$ cat src/rtl/core/tspsr_pkg.sv
// Shared constants, codes, types and helpers of the PID/SID remapper.
package tspsr_pkg;

    localparam int REAL_PID_COUNT = 8192;
    localparam int PID_W          = $clog2(REAL_PID_COUNT);
    localparam int UNIQ_SLOTS     = 256;
    localparam int SLOT_W         = 8;
    localparam int SID_DEPTH      = 64;
    localparam int SID_IDX_W      = $clog2(SID_DEPTH);
    localparam int SID_CNT_W      = $clog2(SID_DEPTH + 1);
    localparam int SID_W          = 16;
    localparam int NUM_W          = 5;
    localparam int VALUE_W        = 16;
    localparam int STATUS_W       = 2;
    localparam int CMD_W          = 2;

    localparam logic [VALUE_W-1:0] UNMAPPED_VALUE = 16'hFFFF;

    localparam logic [CMD_W-1:0] CMD_REAL_TO_UNIQ = 2'd0;
    localparam logic [CMD_W-1:0] CMD_UNIQ_TO_REAL = 2'd1;
    localparam logic [CMD_W-1:0] CMD_MAP_SID      = 2'd2;
    localparam logic [CMD_W-1:0] CMD_CLEAR        = 2'd3;

    localparam logic [STATUS_W-1:0] STAT_OK       = 2'd0;
    localparam logic [STATUS_W-1:0] STAT_NO_SLOT  = 2'd1;
    localparam logic [STATUS_W-1:0] STAT_SID_FULL = 2'd2;

    typedef enum logic [2:0] {
        S_WIPE,
        S_IDLE,
        S_FWD_CHK,
        S_FWD_CMP,
        S_SCAN,
        S_REV_OUT,
        S_SID_CMP,
        S_SID_END
    } seq_state_t;

    typedef struct packed {
        logic              we;
        logic [PID_W-1:0]  waddr;
        logic [SLOT_W-1:0] wdata;
        logic [PID_W-1:0]  raddr;
    } fwd_req_t;

    typedef struct packed {
        logic              we;
        logic [SLOT_W-1:0] waddr;
        logic [PID_W-1:0]  wdata;
        logic [SLOT_W-1:0] raddr;
    } rev_req_t;

    typedef struct packed {
        logic                 we;
        logic [SID_IDX_W-1:0] waddr;
        logic [SID_W-1:0]     wdata;
        logic [SID_IDX_W-1:0] raddr;
    } sid_req_t;

    function automatic logic [VALUE_W-1:0] make_id(input logic [NUM_W-1:0]  num,
                                                   input logic [SLOT_W-1:0] low);
        make_id = VALUE_W'({num, low});
    endfunction

endpackage

$ cat src/rtl/core/tspsr_seq.sv
// Sequencer and shared compare unit: lookups, slot search, SID scan, clear.
module tspsr_seq import tspsr_pkg::*; (
    input  logic                clk,
    input  logic                rst_n,
    input  logic                start,
    input  logic [CMD_W-1:0]    command,
    input  logic [PID_W-1:0]    real_pid,
    input  logic [PID_W-1:0]    uniq_pid,
    input  logic [SID_W-1:0]    real_sid,
    input  logic [NUM_W-1:0]    mapper_number,
    output logic                busy,
    output logic                done,
    output logic [VALUE_W-1:0]  mapped_value,
    output logic [STATUS_W-1:0] status,
    output fwd_req_t            fwd_req,
    input  logic [SLOT_W-1:0]   fwd_rdata,
    output rev_req_t            rev_req,
    input  logic [PID_W-1:0]    rev_rdata,
    output sid_req_t            sid_req,
    input  logic [SID_W-1:0]    sid_rdata
);

    seq_state_t state_reg, state_next;

    logic [PID_W-1:0]      wipe_reg, wipe_next;
    logic [SLOT_W-1:0]     next_slot_reg, next_slot_next;
    logic [UNIQ_SLOTS-1:0] rev_valid_reg, rev_valid_next;
    logic [SID_CNT_W-1:0]  sid_count_reg, sid_count_next;
    logic                  done_reg, done_next;

    logic [PID_W-1:0]      pid_reg, pid_next;
    logic [SID_W-1:0]      sid_reg, sid_next;
    logic [SLOT_W-1:0]     slot_reg, slot_next;
    logic                  hit_vld_reg, hit_vld_next;
    logic [SLOT_W-1:0]     cur_reg, cur_next;
    logic [SLOT_W-1:0]     cnt_reg, cnt_next;
    logic [SID_IDX_W-1:0]  k_reg, k_next;
    logic [VALUE_W-1:0]    value_reg, value_next;
    logic [STATUS_W-1:0]   status_reg, status_next;

    logic                  accept;
    logic [SLOT_W-1:0]     vld_idx;
    logic                  vld_rd;
    logic [VALUE_W-1:0]    cmp_a;
    logic [VALUE_W-1:0]    cmp_b;
    logic                  cmp_eq;
    logic                  fwd_hit;
    logic                  scan_last;
    logic                  sid_last;
    logic                  sid_full;
    logic [SLOT_W-1:0]     cur_inc;

    assign accept = start && (state_reg == S_IDLE);

    // One read port on the slot valid bits, steered by state.
    always_comb
    begin
        case (state_reg)
            S_IDLE:    vld_idx = uniq_pid[SLOT_W-1:0];
            S_FWD_CHK: vld_idx = fwd_rdata;
            default:   vld_idx = cur_reg;
        endcase
    end
    assign vld_rd = rev_valid_reg[vld_idx];

    // Shared equality unit: forward hit check and SID scan.
    always_comb
    begin
        case (state_reg)
            S_SID_CMP:
            begin
                cmp_a = VALUE_W'(sid_rdata);
                cmp_b = VALUE_W'(sid_reg);
            end
            default:
            begin
                cmp_a = VALUE_W'(rev_rdata);
                cmp_b = VALUE_W'(pid_reg);
            end
        endcase
    end
    assign cmp_eq = (cmp_a == cmp_b);

    // A forward entry counts only if its slot is live and points back to this PID.
    assign fwd_hit   = hit_vld_reg && cmp_eq;
    assign scan_last = (cnt_reg == SLOT_W'(UNIQ_SLOTS - 1));
    assign sid_last  = ((SID_CNT_W'(k_reg) + SID_CNT_W'(1)) == sid_count_reg);
    assign sid_full  = (sid_count_reg == SID_CNT_W'(SID_DEPTH));
    assign cur_inc   = (cur_reg == SLOT_W'(UNIQ_SLOTS - 1)) ? '0 : cur_reg + SLOT_W'(1);

    always_comb
    begin
        state_next = state_reg;
        case (state_reg)
            S_WIPE:
            begin
                if (wipe_reg == PID_W'(REAL_PID_COUNT - 1))
                begin
                    state_next = S_IDLE;
                end
            end
            S_IDLE:
            begin
                if (start)
                begin
                    case (command)
                        CMD_REAL_TO_UNIQ: state_next = S_FWD_CHK;
                        CMD_UNIQ_TO_REAL: state_next = S_REV_OUT;
                        CMD_MAP_SID:
                        begin
                            state_next = (sid_count_reg == '0) ? S_SID_END : S_SID_CMP;
                        end
                        default:          state_next = S_IDLE;
                    endcase
                end
            end
            S_FWD_CHK: state_next = S_FWD_CMP;
            S_FWD_CMP: state_next = fwd_hit ? S_IDLE : S_SCAN;
            S_SCAN:
            begin
                if (!vld_rd || scan_last)
                begin
                    state_next = S_IDLE;
                end
            end
            S_REV_OUT: state_next = S_IDLE;
            S_SID_CMP:
            begin
                if (cmp_eq)
                begin
                    state_next = S_IDLE;
                end
                else if (sid_last)
                begin
                    state_next = S_SID_END;
                end
            end
            S_SID_END: state_next = S_IDLE;
            default:   state_next = S_IDLE;
        endcase
    end

    always_comb
    begin
        wipe_next      = wipe_reg;
        next_slot_next = next_slot_reg;
        rev_valid_next = rev_valid_reg;
        sid_count_next = sid_count_reg;
        done_next      = 1'b0;
        pid_next       = pid_reg;
        sid_next       = sid_reg;
        slot_next      = slot_reg;
        hit_vld_next   = hit_vld_reg;
        cur_next       = cur_reg;
        cnt_next       = cnt_reg;
        k_next         = k_reg;
        value_next     = value_reg;
        status_next    = status_reg;

        fwd_req.we     = 1'b0;
        fwd_req.waddr  = pid_reg;
        fwd_req.wdata  = cur_reg;
        fwd_req.raddr  = real_pid;
        rev_req.we     = 1'b0;
        rev_req.waddr  = cur_reg;
        rev_req.wdata  = pid_reg;
        rev_req.raddr  = uniq_pid[SLOT_W-1:0];
        sid_req.we     = 1'b0;
        sid_req.waddr  = sid_count_reg[SID_IDX_W-1:0];
        sid_req.wdata  = sid_reg;
        sid_req.raddr  = '0;

        case (state_reg)
            S_WIPE:
            begin
                fwd_req.we    = 1'b1;
                fwd_req.waddr = wipe_reg;
                fwd_req.wdata = '0;
                wipe_next     = wipe_reg + PID_W'(1);
            end
            S_IDLE:
            begin
                if (accept)
                begin
                    pid_next     = real_pid;
                    sid_next     = real_sid;
                    hit_vld_next = vld_rd;
                    k_next       = '0;
                    if (command == CMD_CLEAR)
                    begin
                        rev_valid_next = '0;
                        sid_count_next = '0;
                        done_next      = 1'b1;
                        value_next     = '0;
                        status_next    = STAT_OK;
                    end
                end
            end
            S_FWD_CHK:
            begin
                rev_req.raddr = fwd_rdata;
                slot_next     = fwd_rdata;
                hit_vld_next  = vld_rd;
            end
            S_FWD_CMP:
            begin
                if (fwd_hit)
                begin
                    done_next   = 1'b1;
                    value_next  = make_id(mapper_number, slot_reg);
                    status_next = STAT_OK;
                end
                else
                begin
                    cur_next = next_slot_reg;
                    cnt_next = '0;
                end
            end
            S_SCAN:
            begin
                if (!vld_rd)
                begin
                    // Claim the free slot in both directions.
                    rev_req.we              = 1'b1;
                    fwd_req.we              = 1'b1;
                    rev_valid_next[cur_reg] = 1'b1;
                    next_slot_next          = cur_inc;
                    done_next               = 1'b1;
                    value_next              = make_id(mapper_number, cur_reg);
                    status_next             = STAT_OK;
                end
                else if (scan_last)
                begin
                    done_next   = 1'b1;
                    value_next  = '0;
                    status_next = STAT_NO_SLOT;
                end
                else
                begin
                    cur_next = cur_inc;
                    cnt_next = cnt_reg + SLOT_W'(1);
                end
            end
            S_REV_OUT:
            begin
                done_next   = 1'b1;
                value_next  = hit_vld_reg ? VALUE_W'(rev_rdata) : UNMAPPED_VALUE;
                status_next = STAT_OK;
            end
            S_SID_CMP:
            begin
                // Read the next entry while comparing this one.
                sid_req.raddr = k_reg + SID_IDX_W'(1);
                if (cmp_eq)
                begin
                    done_next   = 1'b1;
                    value_next  = make_id(mapper_number, SLOT_W'(k_reg));
                    status_next = STAT_OK;
                end
                else if (!sid_last)
                begin
                    k_next = k_reg + SID_IDX_W'(1);
                end
            end
            S_SID_END:
            begin
                done_next = 1'b1;
                if (sid_full)
                begin
                    value_next  = '0;
                    status_next = STAT_SID_FULL;
                end
                else
                begin
                    sid_req.we     = 1'b1;
                    sid_count_next = sid_count_reg + SID_CNT_W'(1);
                    value_next     = make_id(mapper_number, SLOT_W'(sid_count_reg));
                    status_next    = STAT_OK;
                end
            end
            default:
            begin
                done_next = 1'b0;
            end
        endcase
    end

    always_ff @(posedge clk or negedge rst_n)
    begin
        if (!rst_n)
        begin
            state_reg     <= S_WIPE;
            wipe_reg      <= '0;
            next_slot_reg <= '0;
            rev_valid_reg <= '0;
            sid_count_reg <= '0;
            done_reg      <= 1'b0;
        end
        else
        begin
            state_reg     <= state_next;
            wipe_reg      <= wipe_next;
            next_slot_reg <= next_slot_next;
            rev_valid_reg <= rev_valid_next;
            sid_count_reg <= sid_count_next;
            done_reg      <= done_next;
        end
    end

    always_ff @(posedge clk)
    begin
        pid_reg     <= pid_next;
        sid_reg     <= sid_next;
        slot_reg    <= slot_next;
        hit_vld_reg <= hit_vld_next;
        cur_reg     <= cur_next;
        cnt_reg     <= cnt_next;
        k_reg       <= k_next;
        value_reg   <= value_next;
        status_reg  <= status_next;
    end

    assign busy         = (state_reg != S_IDLE);
    assign done         = done_reg;
    assign mapped_value = value_reg;
    assign status       = status_reg;

endmodule

$ cat config.mk
export PLATFORM = sky130hd
export DESIGN_NAME = tspsr_seq
export DESIGN_NICKNAME = d
export VERILOG_FILES = /design/src/rtl/core/tspsr_pkg.sv /design/src/rtl/core/tspsr_seq.sv
export SDC_FILE = /design/constraint.sdc
export NUM_CORES = 1
export LEC_CHECK = 0
export BUFFER_PORTS_ARGS = -buffer_cell sky130_fd_sc_hd__buf_2
export CAP_MARGIN = 10
export CORE_ASPECT_RATIO = 2
export CORE_UTILIZATION = 58
export CTS_CLUSTER_DIAMETER = 50
export DETAILED_ROUTE_END_ITERATION = 16
export PLACE_DENSITY_LB_ADDON = 0.3
export SLEW_MARGIN = 20
export SYNTH_ARGS = -nofsm -noshare
export SYNTH_HDL_FRONTEND = slang
export SYNTH_SLANG_ARGS = --single-unit
$ cat constraint.sdc
create_clock -name clk -period 12.7 [get_ports clk]
set_input_delay 1.27 -clock clk [delete_from_list [all_inputs] [get_ports clk]]
set_output_delay 1.27 -clock clk [all_outputs]
set_load 0.005 [all_outputs]
==> impl_metrics.tcl <==
set metrics [dict create \
    finalCritPeriodShare_pct 60.45 \
    placement_rows 93 \
    route.final.wire_length_um 67560 \
    hp-class "reg2reg" \
    dieWidth_um 130.2 \
    first_global_vias 16550 \
    number_of_synthesized_flops_with_an_enable_pin 76 \
    drt_pass1_iterations 6 \
    clock.fmax_mhz 130.3 \
    synth_area_leaders "dfrtp_1 38%, edfxtp_1 12%, a22o_1 6.9%" \
    grtUsageMet3_pct 11.89 \
    critical_path_peak_fanout 27 \
    postSynthAreaPerCell_um2 10.40 \
    largest_net_degree_at_the_start_of_global_routing 174 \
    synth.net_count 1935 \
    gr-total-overflow 0 \
    post-cts-setup-buffer-count 0 \
    die-area_um2 33620 \
    proportion_of_netlist_area_held_by_the_largest_area_contributor_pct 37.83 \
    post_cts_hold_buffer_count 0 \
    portBuffers 197 \
    dpl.hpwl_um 42810 \
    synth.cell_area_um2 19050 \
    groute.layer.met1.usage_pct 44.23 \
    route.vias.total 16920 \
    critPathArrivalTime_ns 6.41 \
    layout_cells_sized_above_1_pct 16.95 \
    gpl.final_weighted_congestion 0.9968 \
    fill_cells 2524 \
    drt.antenna.violating_nets 0 \
    synth_cell_types 73 \
    worstMarginPinSlew_ns 1.170 \
    run_status "finished, final reports clean" \
    viasPerCell 7.198 \
    cts_max_path_buffers 3 \
    synth_ff_type "dfrtp_1" \
    synthesis.instances 1832 \
    fp.coreArea_um2 32230 \
    synthArstFlopShare_pct 79.12 \
    ir_drop_worst_vdd_uv 140.2 \
    final_nets 2001 \
    setup.worst_path.class "reg2out" \
    post_synth_top_area_cell "dfrtp_1" \
    yosys_warnings 0 \
    setup_viol_count_final 0 \
    max_capacitance_violation_total 0 \
    synth_seq_area_share_pct 49.81 \
    grt_pass1_wl_um 100900 \
    cts-buffers-inserted 34 \
    postSynthRegisterBits 364 \
    finalNonFillerCells 2351 \
    floorplan.initialDensity_pct 59.10 \
    placed_cells_incl_taps 2289 \
    final_hold_viol_count 0 \
    grt_antenna_before_repair 0 \
    slew-limit-headroom_pct 21.39 \
    p_per_area_nw_per_um2 251.0 \
    htreeDepth 2 \
    fp.dieH_um 258.3 \
    clk_pin_slew_ns 0.07 \
    most_utilized_layer_in_the_global_route_result "met2" \
    cp.required_ns 11.43 \
    critPathLaunchType "flop" \
    critPathCaptureType "primary output" \
    fin_worst_skew_ns 0.01804 \
    clock_tree_from_tritoncts "built" \
    ctsResizeCount 0 \
    unrepaired_setup_endpoints_after_global_routing "no" \
    power.static_leakage_uw 0.008967 \
    drt_drc_violations_left 0 \
    layout_min_cycle_time_ns 7.677 \
    grt_use_total_pct 40.97 \
    cts.sink_count 364 \
    num_io_pins 203 \
    clockRootBuffer "clkbuf_16" \
    timing.final.max_slew_violations 0 \
    setup-tns-final_ns 0 \
    drt-initial-drc-count 2089 \
    drt-wirelength-per-cell_um 28.74 \
    groute.layer.met2.usage_pct 63.15 \
    area_growth_syn_to_layout_pct 10.86 \
    clock_insertion_delay_worst_skew_ns 0.55 \
    largest_register_ffs 256 \
]
layout by cell type (no fill, tap or decap), types with 8 or more instances in the layout:
cell	synthesis	final
a32oi_1	8	8
nor2b_1	20	20
a211o_1	8	8
buf_4	32	35
a311oi_1	15	15
a211oi_1	24	24
xnor2_1	24	24
nor3_1	162	161
nand4_1	13	13
ha_1	14	14
inv_1	15	15
clkbuf_16	0	37
nand3_1	47	47
o21ai_0	37	37
nor2_1	82	80
a32o_1	112	112
a21oi_1	20	20
mux2_2	20	20
a22o_1	151	151
nand2b_1	9	9
o22ai_1	13	13
dfrtp_1	288	288
mux2i_1	60	60
o211ai_1	16	16
edfxtp_1	76	76
buf_2	38	196
and3_1	41	40
xor2_1	42	42
and2_1	20	21
nand2_1	175	172
nor4_1	13	12
routing by layer:
metal  wire [um]  up-vias
li1            -     7062
met1       21520     8220
met2       31700     1237
met3        6932      404
met4        7414        0
met5           0        -
kinds of logic (layout without fill, tap and decap cells):
logic type,count (synthesis),in the layout,share of synthesized area [%]
multiplexers,85,85,4.631
buffers and inverters,221,312,5.241
AO/OA/AOI/OAI,474,474,20.89
XOR/XNOR,66,66,3.034
flip-flops,364,364,49.81
AND/OR/NAND/NOR,608,608,15.47
other,0,1,0
adder cells (fa/ha/maj),14,14,0.9196
final timing paths:
path	cells past startpoint	slack, ns	from	end
worst min-delay path	1	0.49	rev_valid_reg[96]$_DFFE_PN0P_	rev_valid_reg[96]$_DFFE_PN0P_
worst min register to register	1	0.49	rev_valid_reg[96]$_DFFE_PN0P_	rev_valid_reg[96]$_DFFE_PN0P_
worst max-delay path	13	5.02	state_reg[2]$_DFFE_PN0P_	fwd_req[34]
worst max register to register	12	5.80	state_reg[2]$_DFFE_PN0P_	mapped_value[5]$_DFFE_PP_
max in group asynchronous	3	10.02	rst_n	rev_valid_reg[167]$_DFFE_PN0P_
min in group asynchronous	1	0.71	rst_n	sid_count_reg[4]$_DFFE_PN0P_
final cells by class:
type	count	area (um2)	area share, %
Clock inverter	15	115.1	0.5451
Sequential cell	364	9489	44.93
Timing Repair Buffer	235	1301	6.162
Tap cell	427	534.3	2.530
Inverter	16	60.06	0.2844
Multi-Input combinational cell	1247	8616	40.80
Clock buffer	46	999.7	4.734
Antenna cell	1	2.502	0.01185
power breakdown:
part	switching (uW)	total, uW	internal (uW)
clock network	468	1050	577
registers	226	1750	1530
logic	1680	2500	822
total	2380	5300	2930
synthesized netlist by cell type (16+ instances only):
cell,instances
buf_2,38
mux2i_1,60
a32o_1,112
nor3_1,162
mux2_2,20
and3_1,41
clkbuf_1,123
xnor2_1,24
edfxtp_1,76
nor2_1,82
nand2_1,175
nor2b_1,20
o21ai_0,37
and2_1,20
a21oi_1,20
buf_4,32
dfrtp_1,288
o211ai_1,16
nand3_1,47
a211oi_1,24
xor2_1,42
a22o_1,151
through the flow:
| step | cell area [um2] | hold WS [ns] | power (uW) | setup slack, ns | utilization (%) |
|---|---|---|---|---|---|
| 6_report | 21120 | 0.4867 | 5301 | 5.023 | 65.52 |
| 2_1_floorplan | 19050 | 0.4522 | 3257 | 7.297 | - |
| 5_1_grt | 21120 | 0.4944 | 5471 | 5.068 | 65.51 |
| 4_1_cts | 21100 | 0.4883 | 5159 | 5.515 | 65.46 |
| 3_3_place_gp | 19980 | 0.4629 | 4068 | 5.693 | 62.00 |
| 3_5_place_dp | 19980 | 0.4733 | 4117 | 5.644 | 62.00 |
worst max-delay path: stages (launching register included):
cell and delay [ns]:
dfrtp_1 0.67, buf_4 0.42, nor4bb_1 0.13, a211o_1 0.48, nor2_2 0.88, buf_4 0.46, nand2_1 0.27, o221ai_1 0.55
a211o_1 0.49, nand4_1 0.23, nor4_2 0.67, nor3_4 0.17, or2_1 0.26, buf_2 0.13
No activity file was read; power rests on OpenSTA's default activity.
